[config.mk]
export PLATFORM = sky130hd
export DESIGN_NAME = tcp_receive_state_machine
export DESIGN_NICKNAME = d
export VERILOG_FILES = /design/src/rtl/tcprx_pkg.sv /design/src/rtl/tcprx_seq_check.sv /design/src/rtl/tcprx_update.sv /design/src/rtl/tcprx_top_unused_guard.sv /design/src/rtl/tcp_receive_state_machine.sv
export SDC_FILE = /design/constraint.sdc
export NUM_CORES = 1
export LEC_CHECK = 0
export BUFFER_PORTS_ARGS = -buffer_cell sky130_fd_sc_hd__buf_2
export CORE_UTILIZATION = 55
export DETAILED_ROUTE_END_ITERATION = 10
export GPL_TIMING_DRIVEN = 1
export PLACE_DENSITY = 0.78
export SLEW_MARGIN = 20
export SYNTH_ARGS = -nofsm -noshare
export SYNTH_HDL_FRONTEND = slang
export SYNTH_HIERARCHICAL = 1
export SYNTH_SLANG_ARGS = --single-unit
[constraint.sdc]
create_clock -name clk_i -period 13.1 [get_ports clk_i]
set_input_delay 2.62 -clock clk_i [delete_from_list [all_inputs] [get_ports clk_i]]
set_output_delay 2.62 -clock clk_i [all_outputs]
set_load 0.01 [all_outputs]
[src/rtl/tcprx_pkg.sv]
// ----------------------------------------------------------------------------
// tcprx_pkg
// Shared types and constants of the TCP receive state machine: state codes,
// flag bits, segment, connection context and result records.
// ----------------------------------------------------------------------------
package tcprx_pkg;

  localparam int unsigned SeqW   = 32;
  localparam int unsigned WinW   = 16;
  localparam int unsigned StateW = 4;
  localparam int unsigned FlagW  = 8;
  localparam int unsigned StatW  = 2;

  // connection states
  localparam logic [StateW-1:0] ST_CLOSED     = 4'd0;
  localparam logic [StateW-1:0] ST_LISTEN     = 4'd1;
  localparam logic [StateW-1:0] ST_SYN_RECV   = 4'd2;
  localparam logic [StateW-1:0] ST_SYN_SENT   = 4'd3;
  localparam logic [StateW-1:0] ST_ESTAB      = 4'd4;
  localparam logic [StateW-1:0] ST_CLOSE_WAIT = 4'd5;
  localparam logic [StateW-1:0] ST_LAST_ACK   = 4'd6;
  localparam logic [StateW-1:0] ST_FIN_WAIT_1 = 4'd7;
  localparam logic [StateW-1:0] ST_FIN_WAIT_2 = 4'd8;
  localparam logic [StateW-1:0] ST_CLOSING    = 4'd9;
  localparam logic [StateW-1:0] ST_TIME_WAIT  = 4'd10;

  // flag bits
  localparam logic [FlagW-1:0] FLAG_NONE = 8'h00;
  localparam logic [FlagW-1:0] FLAG_FIN  = 8'h01;
  localparam logic [FlagW-1:0] FLAG_SYN  = 8'h02;
  localparam logic [FlagW-1:0] FLAG_RST  = 8'h04;
  localparam logic [FlagW-1:0] FLAG_PSH  = 8'h08;
  localparam logic [FlagW-1:0] FLAG_ACK  = 8'h10;

  localparam int unsigned RstBit = 2;

  // request kinds
  localparam logic REQ_SEGMENT   = 1'b0;
  localparam logic REQ_SET_STATE = 1'b1;

  typedef enum logic [StatW-1:0] {
    STAT_OK       = 2'd0,
    STAT_DROPPED  = 2'd1,
    STAT_BADFLAGS = 2'd2
  } status_e;

  typedef struct packed {
    logic              req_type;
    logic [StateW-1:0] new_state;
    logic [FlagW-1:0]  flags;
    logic [SeqW-1:0]   seq;
    logic [SeqW-1:0]   seq_end;
    logic [SeqW-1:0]   ack;
    logic [WinW-1:0]   peer_window;
    logic [WinW-1:0]   payload_length;
    logic [SeqW-1:0]   send_next;
    logic [WinW-1:0]   local_window;
  } seg_t;

  typedef struct packed {
    logic [StateW-1:0] state;
    logic [SeqW-1:0]   recv_next;
    logic [SeqW-1:0]   send_unacked;
    logic [WinW-1:0]   send_window;
  } conn_t;

  typedef struct packed {
    logic in_window;
    logic ack_ok;
  } seq_chk_t;

  typedef struct packed {
    logic [FlagW-1:0] reply_flags;
    logic             reply_reset;
    logic             spawn_child;
    logic [SeqW-1:0]  child_recv_next;
    conn_t            conn;
    logic             deliver_payload;
    logic             start_timewait;
    logic             release_conn;
    status_e          status;
  } result_t;

endpackage

[src/rtl/tcprx_seq_check.sv]
// ----------------------------------------------------------------------------
// tcprx_seq_check
// Serial-arithmetic checks: segment inside the receive window, and ack
// between the oldest unacked sequence and the next send sequence.
// ----------------------------------------------------------------------------
module tcprx_seq_check (
  input  tcprx_pkg::seg_t     seg_i,
  input  tcprx_pkg::conn_t    conn_i,
  output tcprx_pkg::seq_chk_t chk_o
);
  import tcprx_pkg::*;

  logic [WinW-1:0] win;
  logic [SeqW-1:0] rcv_end;
  logic [SeqW-1:0] d_seq_end;
  logic [SeqW-1:0] d_end_nxt;
  logic [SeqW-1:0] d_una_ack;
  logic [SeqW-1:0] d_ack_nxt;

  // zero window still admits one sequence number
  assign win       = (seg_i.local_window == '0) ? WinW'(1) : seg_i.local_window;
  assign rcv_end   = conn_i.recv_next + {{(SeqW-WinW){1'b0}}, win};
  assign d_seq_end = seg_i.seq - rcv_end;
  assign d_end_nxt = seg_i.seq_end - conn_i.recv_next;
  assign d_una_ack = seg_i.ack - conn_i.send_unacked;
  assign d_ack_nxt = seg_i.send_next - seg_i.ack;

  assign chk_o.in_window = d_seq_end[SeqW-1] && !d_end_nxt[SeqW-1];
  assign chk_o.ack_ok    = !d_una_ack[SeqW-1] && !d_ack_nxt[SeqW-1];

endmodule

[src/rtl/tcprx_update.sv]
// ----------------------------------------------------------------------------
// tcprx_update
// Per-state decision logic: next connection context and the actions and
// status for one segment or state-set request.
// ----------------------------------------------------------------------------
module tcprx_update (
  input  tcprx_pkg::seg_t    seg_i,
  input  tcprx_pkg::conn_t   conn_i,
  output tcprx_pkg::result_t res_o
);
  import tcprx_pkg::*;

  seq_chk_t chk;
  result_t  r;
  logic [WinW-1:0] safe_wnd;

  tcprx_seq_check u_seq_check (
    .seg_i  (seg_i),
    .conn_i (conn_i),
    .chk_o  (chk)
  );

  assign safe_wnd = chk.ack_ok ? seg_i.peer_window : conn_i.send_window;

  always_comb begin
    r                 = '0;
    r.conn            = conn_i;
    r.status          = STAT_OK;
    if (seg_i.req_type == REQ_SET_STATE) begin
      if (seg_i.new_state <= ST_TIME_WAIT) begin
        r.conn.state = seg_i.new_state;
      end
    end else if (seg_i.flags[RstBit]) begin
      r.release_conn = 1'b1;
      r.conn.state   = ST_CLOSED;
    end else begin
      unique case (conn_i.state)
        ST_CLOSED: begin
          r.reply_reset = 1'b1;
        end
        ST_LISTEN: begin
          if (seg_i.flags == FLAG_SYN) begin
            r.spawn_child     = 1'b1;
            r.child_recv_next = seg_i.seq + SeqW'(1);
            r.reply_flags     = FLAG_ACK | FLAG_SYN;
          end else begin
            r.status = STAT_BADFLAGS;
          end
        end
        ST_SYN_RECV: begin
          if (seg_i.flags == FLAG_ACK) begin
            r.conn.recv_next    = seg_i.seq_end;
            r.conn.send_window  = seg_i.peer_window;
            r.conn.send_unacked = seg_i.ack;
            r.conn.state        = ST_ESTAB;
          end else begin
            r.status = STAT_BADFLAGS;
          end
        end
        ST_SYN_SENT: begin
          if (seg_i.flags == (FLAG_SYN | FLAG_ACK)) begin
            r.conn.recv_next    = seg_i.seq_end;
            r.conn.send_unacked = seg_i.ack;
            r.conn.send_window  = seg_i.peer_window;
            r.reply_flags       = FLAG_ACK;
            r.conn.state        = ST_ESTAB;
          end else if (seg_i.flags == FLAG_SYN) begin
            r.reply_flags = FLAG_SYN | FLAG_ACK;
            r.conn.state  = ST_SYN_RECV;
          end else begin
            r.status = STAT_BADFLAGS;
          end
        end
        ST_ESTAB: begin
          if (!chk.in_window) begin
            r.status = STAT_DROPPED;
          end else if (seg_i.flags == FLAG_FIN) begin
            r.conn.recv_next = seg_i.seq_end;
            r.reply_flags    = FLAG_ACK;
            r.conn.state     = ST_CLOSE_WAIT;
          end else if (seg_i.flags == (FLAG_PSH | FLAG_ACK)) begin
            r.conn.send_window  = safe_wnd;
            r.conn.send_unacked = seg_i.ack;
            r.conn.recv_next    = seg_i.seq_end;
            r.deliver_payload   = (seg_i.payload_length != '0);
            r.reply_flags       = FLAG_ACK;
          end else if (seg_i.flags == FLAG_ACK) begin
            r.conn.send_window = safe_wnd;
          end else begin
            r.status = STAT_BADFLAGS;
          end
        end
        ST_LAST_ACK: begin
          if (seg_i.flags == FLAG_ACK) begin
            r.conn.send_window  = safe_wnd;
            r.conn.send_unacked = seg_i.ack;
            r.conn.recv_next    = seg_i.seq_end;
            r.conn.state        = ST_CLOSED;
            r.release_conn      = 1'b1;
          end else begin
            r.status = STAT_BADFLAGS;
          end
        end
        ST_FIN_WAIT_1: begin
          if (seg_i.flags == FLAG_ACK) begin
            r.conn.send_window  = safe_wnd;
            r.conn.send_unacked = seg_i.ack;
            r.conn.recv_next    = seg_i.seq_end;
            r.conn.state        = ST_FIN_WAIT_2;
          end else if (seg_i.flags == FLAG_FIN) begin
            // simultaneous close, recv_next stays
            r.reply_flags = FLAG_ACK;
            r.conn.state  = ST_CLOSING;
          end else begin
            r.status = STAT_BADFLAGS;
          end
        end
        ST_FIN_WAIT_2: begin
          if (seg_i.flags == FLAG_FIN) begin
            r.conn.recv_next = seg_i.seq_end;
            r.reply_flags    = FLAG_ACK;
            r.conn.state     = ST_TIME_WAIT;
            r.start_timewait = 1'b1;
          end else begin
            r.status = STAT_BADFLAGS;
          end
        end
        ST_CLOSING: begin
          if (!chk.in_window) begin
            r.status = STAT_DROPPED;
          end else if (seg_i.flags == FLAG_ACK) begin
            r.conn.send_window  = safe_wnd;
            r.conn.send_unacked = seg_i.ack;
            r.conn.recv_next    = seg_i.seq_end;
            r.conn.state        = ST_TIME_WAIT;
            r.start_timewait    = 1'b1;
          end else begin
            r.status = STAT_BADFLAGS;
          end
        end
        // close-wait and time-wait reject every segment without RST
        default: begin
          r.status = STAT_BADFLAGS;
        end
      endcase
    end
  end

  assign res_o = r;

endmodule

[src/rtl/tcprx_top_unused_guard.sv]
// ----------------------------------------------------------------------------
// tcprx_top_unused_guard
// Output register stage of the receive state machine: holds one finished
// result until the downstream side takes it.
// ----------------------------------------------------------------------------
module tcprx_top_unused_guard (
  input  logic               clk_i,
  input  logic               rst_ni,
  input  logic               load_i,
  input  tcprx_pkg::result_t res_i,
  input  logic               out_stall_i,
  output logic               out_valid_o,
  output logic               free_o,
  output tcprx_pkg::result_t res_o
);
  import tcprx_pkg::*;

  logic    valid_q, valid_d;
  result_t res_q;

  assign free_o  = !valid_q || !out_stall_i;
  assign valid_d = load_i ? 1'b1 : (free_o ? 1'b0 : valid_q);

  always_ff @(posedge clk_i or negedge rst_ni) begin
    if (!rst_ni) begin
      valid_q <= 1'b0;
    end else begin
      valid_q <= valid_d;
    end
  end

  always_ff @(posedge clk_i) begin
    if (load_i) begin
      res_q <= res_i;
    end
  end

  assign out_valid_o = valid_q;
  assign res_o       = res_q;

endmodule

[src/rtl/tcp_receive_state_machine.sv]
// ----------------------------------------------------------------------------
// tcp_receive_state_machine
// Receive-side TCP connection state machine for one connection.
// ----------------------------------------------------------------------------
// An item (segment header or state-set request) is captured in an input
// register, decided against the connection context, and the result lands in
// an output register; the context is written in the same cycle as that
// register, so the next item sees it. One item per cycle is sustained while
// the output is not stalled; an item moves from the input register to the
// output register once that is free. The context loop (serial compares and per-state select) sets that rate.
// fresh_iss_i belongs to a spawned child and does not affect this connection.
module tcp_receive_state_machine (
  input  logic        clk_i,
  input  logic        rst_ni,
  input  logic        in_valid_i,
  output logic        in_stall_o,
  input  logic        req_type_i,
  input  logic [3:0]  new_state_i,
  input  logic [7:0]  seg_flags_i,
  input  logic [31:0] seg_seq_i,
  input  logic [31:0] seg_seq_end_i,
  input  logic [31:0] seg_ack_i,
  input  logic [15:0] peer_window_i,
  input  logic [15:0] payload_length_i,
  input  logic [31:0] send_next_i,
  input  logic [15:0] local_window_i,
  input  logic [31:0] fresh_iss_i,
  output logic        out_valid_o,
  input  logic        out_stall_i,
  output logic [7:0]  reply_flags_o,
  output logic        reply_reset_o,
  output logic        spawn_child_o,
  output logic [31:0] child_recv_next_o,
  output logic [3:0]  conn_state_out_o,
  output logic [31:0] recv_next_out_o,
  output logic [31:0] send_unacked_out_o,
  output logic [15:0] send_window_out_o,
  output logic        deliver_payload_o,
  output logic        start_timewait_o,
  output logic        release_conn_o,
  output logic [1:0]  status_o
);
  import tcprx_pkg::*;

  logic    in_accept;
  logic    advance;
  logic    out_free;
  logic    s1_valid_q, s1_valid_d;
  seg_t    seg_in;
  seg_t    s1_q;
  conn_t   conn_q;
  result_t res_d;
  result_t res_q;

  assign seg_in.req_type       = req_type_i;
  assign seg_in.new_state      = new_state_i;
  assign seg_in.flags          = seg_flags_i;
  assign seg_in.seq            = seg_seq_i;
  assign seg_in.seq_end        = seg_seq_end_i;
  assign seg_in.ack            = seg_ack_i;
  assign seg_in.peer_window    = peer_window_i;
  assign seg_in.payload_length = payload_length_i;
  assign seg_in.send_next      = send_next_i;
  assign seg_in.local_window   = local_window_i;

  // input stage drains whenever the result register can take a word
  assign advance    = s1_valid_q && out_free;
  assign in_stall_o = s1_valid_q && !out_free;
  assign in_accept  = in_valid_i && !in_stall_o;
  assign s1_valid_d = in_accept ? 1'b1 : (advance ? 1'b0 : s1_valid_q);

  always_ff @(posedge clk_i or negedge rst_ni) begin
    if (!rst_ni) begin
      s1_valid_q <= 1'b0;
      conn_q     <= '{state: ST_CLOSED, default: '0};
    end else begin
      s1_valid_q <= s1_valid_d;
      if (advance) begin
        conn_q <= res_d.conn;
      end
    end
  end

  always_ff @(posedge clk_i) begin
    if (in_accept) begin
      s1_q <= seg_in;
    end
  end

  tcprx_update u_update (
    .seg_i  (s1_q),
    .conn_i (conn_q),
    .res_o  (res_d)
  );

  tcprx_top_unused_guard u_out_reg (
    .clk_i       (clk_i),
    .rst_ni      (rst_ni),
    .load_i      (advance),
    .res_i       (res_d),
    .out_stall_i (out_stall_i),
    .out_valid_o (out_valid_o),
    .free_o      (out_free),
    .res_o       (res_q)
  );

  assign reply_flags_o      = res_q.reply_flags;
  assign reply_reset_o      = res_q.reply_reset;
  assign spawn_child_o      = res_q.spawn_child;
  assign child_recv_next_o  = res_q.child_recv_next;
  assign conn_state_out_o   = res_q.conn.state;
  assign recv_next_out_o    = res_q.conn.recv_next;
  assign send_unacked_out_o = res_q.conn.send_unacked;
  assign send_window_out_o  = res_q.conn.send_window;
  assign deliver_payload_o  = res_q.deliver_payload;
  assign start_timewait_o   = res_q.start_timewait;
  assign release_conn_o     = res_q.release_conn;
  assign status_o           = res_q.status;

  // the shown state is always the live context once nothing is in flight
  a_ctx_follows: assert property (@(posedge clk_i) disable iff (!rst_ni)
    $past(advance) |-> (conn_q == res_q.conn))
    else $error("context register differs from last result");

  a_release_closed: assert property (@(posedge clk_i) disable iff (!rst_ni)
    out_valid_o && release_conn_o |-> conn_state_out_o == ST_CLOSED)
    else $error("release without closed state");

  a_spawn_listen: assert property (@(posedge clk_i) disable iff (!rst_ni)
    out_valid_o && spawn_child_o |-> conn_state_out_o == ST_LISTEN
                                  && child_recv_next_o != 32'd0 || !spawn_child_o
                                  || conn_state_out_o == ST_LISTEN)
    else $error("spawn outside listen");

  a_state_range: assert property (@(posedge clk_i) disable iff (!rst_ni)
    conn_q.state <= ST_TIME_WAIT)
    else $error("connection state out of range");

  a_drop_quiet: assert property (@(posedge clk_i) disable iff (!rst_ni)
    out_valid_o && status_o != STAT_OK |->
      reply_flags_o == FLAG_NONE && !deliver_payload_o && !release_conn_o)
    else $error("action on a rejected segment");

endmodule

Word level (Yosys, flattened, before mapping) --
Index checks and enable logic that the tools add are counted.
Operators by class: eq/ne operators 13, bitwise logic cells 5, magnitude comparators 1, reduce and logical (&&, ||, !) cells 23, multiplexer cells 60, add/sub/neg operators 6
Operator list (number):
- $mux W84 | 4
- $pmux W48 S6 | 1
- $pmux W36 S7 | 1
- $mux W85 | 2
- $mux W80 | 2
- $sub A32 B32 Y32 | 4
- $mux W82 | 1
- $mux W16 | 4
- $mux W64 | 1
- $mux W49 | 1
- $pmux W8 S5 | 1
- $mux W36 | 1
- $mux W33 | 1
- $add A32 B1 Y32 const B | 1
- $add A32 B16 Y32 | 1
- $mux W32 | 1
- $mux W4 | 8
- $mux W5 | 5
- $eq A8 B5 Y1 const B | 3
- $mux W2 | 10
- $logic_not A16 Y1 | 1
- $mux W8 | 2
- $pmux W2 S8 | 1
- $reduce_bool A16 Y1 | 1
- other kinds (19) | 50
Storage, ports and cells: output and inout port bits 133, bits of input ports 225, flip-flop bits (word level) 406

Depth between registers and ports, before layout --
depth in word-level cells 11, mapped depth 21, mapped depth without buffers 19

Modules after synthesis --
The synthesis kept the hierarchy.
Modules (own cells, without submodules):
- tcp_receive_state_machine | cells each 373, instances 1, area an instance 9105.0 um2
- tcprx_update | cells each 639, instances 1, area an instance 4281.6 um2
- tcprx_top_unused_guard | cells each 134, instances 1, area an instance 3970.1 um2
- tcprx_seq_check | cells each 522, instances 1, area an instance 3776.1 um2

Worst setup path before layout --
No wires, ideal clock.
kind in2reg, from in out_stall_i, to reg s1_q[0] (netlist name) (enable), stages 3, required time 12.528 ns, arrival time 7.126 ns, setup slack 5.402 ns, cells stage by stage nand2_1 > nand2b_1 > and2_1
On the way: cells in the longest elaborated chain, start to end 6
Ends and longest elaborated chain:
- from (decl) | RTL line tcp_receive_state_machine.sv:29 | input logic out_stall_i,
- $logic_not A1 Y1 | RTL line tcprx_top_unused_guard.sv:21 | assign free_o = !valid_q || !out_stall_i;
- $logic_or A1 B1 Y1 | RTL line tcprx_top_unused_guard.sv:21
- $logic_not A1 Y1 | RTL line tcp_receive_state_machine.sv:68 | assign in_stall_o = s1_valid_q && !out_free;
- $logic_and A1 B1 Y1 | RTL line tcp_receive_state_machine.sv:68
- $logic_not A1 Y1 | RTL line tcp_receive_state_machine.sv:69 | assign in_accept = in_valid_i && !in_stall_o;
- $logic_and A1 B1 Y1 | RTL line tcp_receive_state_machine.sv:69
- net in_accept | RTL line tcp_receive_state_machine.sv:45 | logic in_accept;
- to (signal assigned) | RTL line tcp_receive_state_machine.sv:86 | s1_q <= seg_in;
- to (decl) | RTL line tcp_receive_state_machine.sv:50 | seg_t s1_q;
The timed path passes the listed nets, and every way through them passes these cells. A chain may end at the register's enable or synchronous reset.

==> flow_summary_export.csv <==
group,metric,value,unit
worst_setup_path,crit_path_start,"s1_q[5]",
route,via_count,14675,
timing,setup_ws,6110,ps
worst_setup_path,timing.rr.start,"s1_q[5]",
cells_and_area,drive_above_1_share,28.3,%
power_and_ir_drop,ir_drop,0.000124,V
worst_setup_path,crit_slowest_cell,"nand4b_1",
worst_setup_path,cp.arrival,7450,ps
cts,cts_made_buffers,43,
floorplanning,start_util,56.0,%
floorplanning,ios,358,
timing,timing.setup.tns,0,ps
place,dpl_cell_area,23100,um2
cts,cts_tree,"built",
route,first_pass_iters,5,
worst_setup_path,cp_num_cells,19,
worst_setup_path,cp_cell_sequence,"nor4_1 -> a41oi_1 -> ha_1 -> a21o_1 -> ha_1 -> a21o_1 -> a21oi_1 -> o21ai_0 -> a211oi_1 -> o21ai_1 -> xnor2_1 -> and2_2 -> mux2_2 -> nand4b_1 -> o21ai_0 -> nand4_1 -> buf_4 -> mux2_1 -> mux2_4",
route,routed_wl,51100,um
yosys,synth-edff-count,320,
route,ant_nets,0,
worst_setup_path,reg2reg_to,"conn_q[41]",
place,place_hpwl,34600,um
yosys,synth_area,21100,um2
floorplanning,die_w,198,um
yosys,synth_cells,1668,
worst_setup_path,crit_path_end,"conn_q[41]",
floorplanning,die_height,198,um
route,drcViolationCount,0,
yosys,ys.flop_type,"edfxtp_1",
cts,clk_latency,590,ps
hold_path,min-delay-path-class,"flop to flop",
timing,worst_slew_pin_slew,1090,ps
cells_and_area,final_cell_mix,"buf_2, edfxtp_1, inv_1",
yosys,ys_seq_elements,406,
floorplanning,dieArea,39200,um2
cts,hold_buffers,0,
yosys,yosys_warnings,6,
yosys,ys_seq_area_share,55.7,%
place,gp_congestion,0.899,
power_and_ir_drop,p_per_area,182,nW/um2
place,dp_slack,6330,ps
power_and_ir_drop,p_leak,10.4,nW
floorplanning,core-area,37800,um2
worst_setup_path,critPathTopFamily,"compound AO/OA/AOI/OAI gates",
cts,clockBufferDepth,3,
timing,hold_viol,0,
cells_and_area,fin_cells,2539,
worst_setup_path,critPathCaptureType,"flop",
floorplanning,std_cell_rows,71,
route,vias_per_cell,5.78,
outcome,status,"completed",
grt,grt-ovfl-total,0,
grt,track_usage,26.0,%
grt,grt_pass1_vias,14800,
worst_setup_path,path_max_fanout,37,
grt,grt_start_max_net_pins,74,
timing,post-route-min-period,6990,ps
yosys,synth.distinct_cells,82,
grt,antenna_found_initial,13,
worst_setup_path,cp-start-kind,"flop",
cells_and_area,finalInstanceArea,24600,um2
timing,maxSlewViolCount,0,
worst_setup_path,path_class,"flop to flop",
cells_and_area,nets,2362,
timing,finalSetupViolCount,0,
grt,grt_pass1_wl,78700,um
yosys,synthArstFlopShare,21.2,%
timing,max_slew_margin,27.0,%
flow_run,timing.max_cap.violations,0,
cts,cts_setup_buffers,0,
cts,clockRootBuffer,"clkbuf_16",
worst_setup_path,cp.required,13560,ps
timing,rsz0062_at_grt,"false",
timing,max_freq,0.143,GHz
power_and_ir_drop,p_total,4.46,mW
yosys,syn_avg_cell_area,12.7,um2
worst_setup_path,path_buf_inv,1,
worst_setup_path,max_stage_delay,970,ps
place,dp_cells,2449,
timing,period_share,53.3,%
cells_and_area,layout_commonest_cell,"buf_2",
worst_setup_path,rrSetupSlack,6110,ps
place,port_buffers,325,
timing,skew,30.4,ps
route,routedWlPerCell,20.1,um
cts,cts_sinks,406,
cts,cts_resized,0,
route,detail_route.iter0.violations,1296,
cells_and_area,syn2layout_area_growth,16.2,%
cts,ctsHtreeMaxLevel,2,
cts,path_clk_slew,60,ps
worst_setup_path,r2r_cells,19,
==> power by group <==
part | switching [mW] | total, mW | internal [mW]
Clock | 0.510 | 1.22 | 0.705
Combinational | 0.746 | 1.42 | 0.673
Sequential | 0.160 | 1.82 | 1.66
==> area by class of cell <==
| type | count | area, um2 |
|---|---|---|
| Fill cell | 2769 | 13200 |
| Sequential cell | 406 | 11800 |
| Multi-Input combinational cell | 995 | 8230 |
| Timing Repair Buffer | 343 | 1770 |
| Clock buffer | 62 | 1170 |
| Inverter | 196 | 736 |
| Tap cell | 511 | 639 |
| Clock inverter | 16 | 230 |
| Antenna cell | 10 | 25.0 |
==> cell families after synthesis <==
family	synth area share (%)
flops	55.7
mux	10.3
compound gates	10.1
simple gates	7.55
xor+xnor	1.28
buf+inv	5.60
fa+ha+maj	9.50
other cells	0.0177
==> sequential cells by signal, indices dropped and copies added (netlist names) <==
register / flops
s1_q: 189
u_out_reg/res_o: 131
conn_q: 84
s1_valid_q: 1
u_out_reg/out_valid_o: 1
==> metrics by stage <==
step	util, %	hold slack [ps]
after floorplan	-	479
after global placement	61.2	484
after detailed placement	61.2	495
after CTS	64.9	507
after global routing	65.0	550
final	65.1	505
==> worst min path at each step <==
| stage | start | to | slack (ps) | cells after the start |
|---|---|---|---|---|
| after floorplan | conn_q[83] | conn_q[83] | 480 | 1 |
| after global placement | u_out_reg/out_valid_o | u_out_reg/out_valid_o | 480 | 1 |
| after detailed placement | u_out_reg/out_valid_o | u_out_reg/out_valid_o | 490 | 1 |
| after CTS | u_out_reg/out_valid_o | u_out_reg/out_valid_o | 510 | 1 |
| after global routing | u_out_reg/out_valid_o | u_out_reg/out_valid_o | 550 | 1 |
| final | u_out_reg/out_valid_o | u_out_reg/out_valid_o | 500 | 1 |
==> cell usage after synthesis (6+ instances only) <==
library cell / number / area (um2)
nand2_1: 81 / 304
o21ai_0: 91 / 455
nor2b_1: 7 / 43.8
inv_1: 196 / 736
dfrtp_1: 86 / 2150
and3_1: 6 / 37.5
ha_1: 138 / 1730
and4_1: 8 / 70.1
nand2b_1: 6 / 37.5
edfxtp_1: 320 / 9610
mux2_1: 30 / 338
o211ai_1: 6 / 45.0
o21ai_1: 8 / 40.0
buf_4: 6 / 45.0
buf_2: 13 / 65.1
a21oi_1: 88 / 440
o21ba_2: 17 / 170
xnor2_1: 23 / 201
mux2_4: 79 / 1190
a211oi_1: 23 / 173
nor4_1: 18 / 113
clkbuf_1: 46 / 173
o22ai_1: 33 / 206
o221ai_1: 16 / 140
fa_1: 14 / 280
a21o_1: 15 / 113
nand3_1: 42 / 210
nand4_1: 24 / 150
nor2_1: 52 / 195
mux2_2: 57 / 642
xor2_1: 8 / 70.1
nor3_1: 22 / 110
a31oi_1: 10 / 62.6
==> routing by layer <==
| layer | GRT usage (%) | routed length, um |
|---|---|---|
| met4 | 11.5 | 2160 |
| met3 | 6.57 | 4400 |
| met2 | 42.3 | 24100 |
| met5 | 0 | 59 |
| met1 | 32.9 | 20500 |
Note: power is estimated with default switching activity, not from simulation.
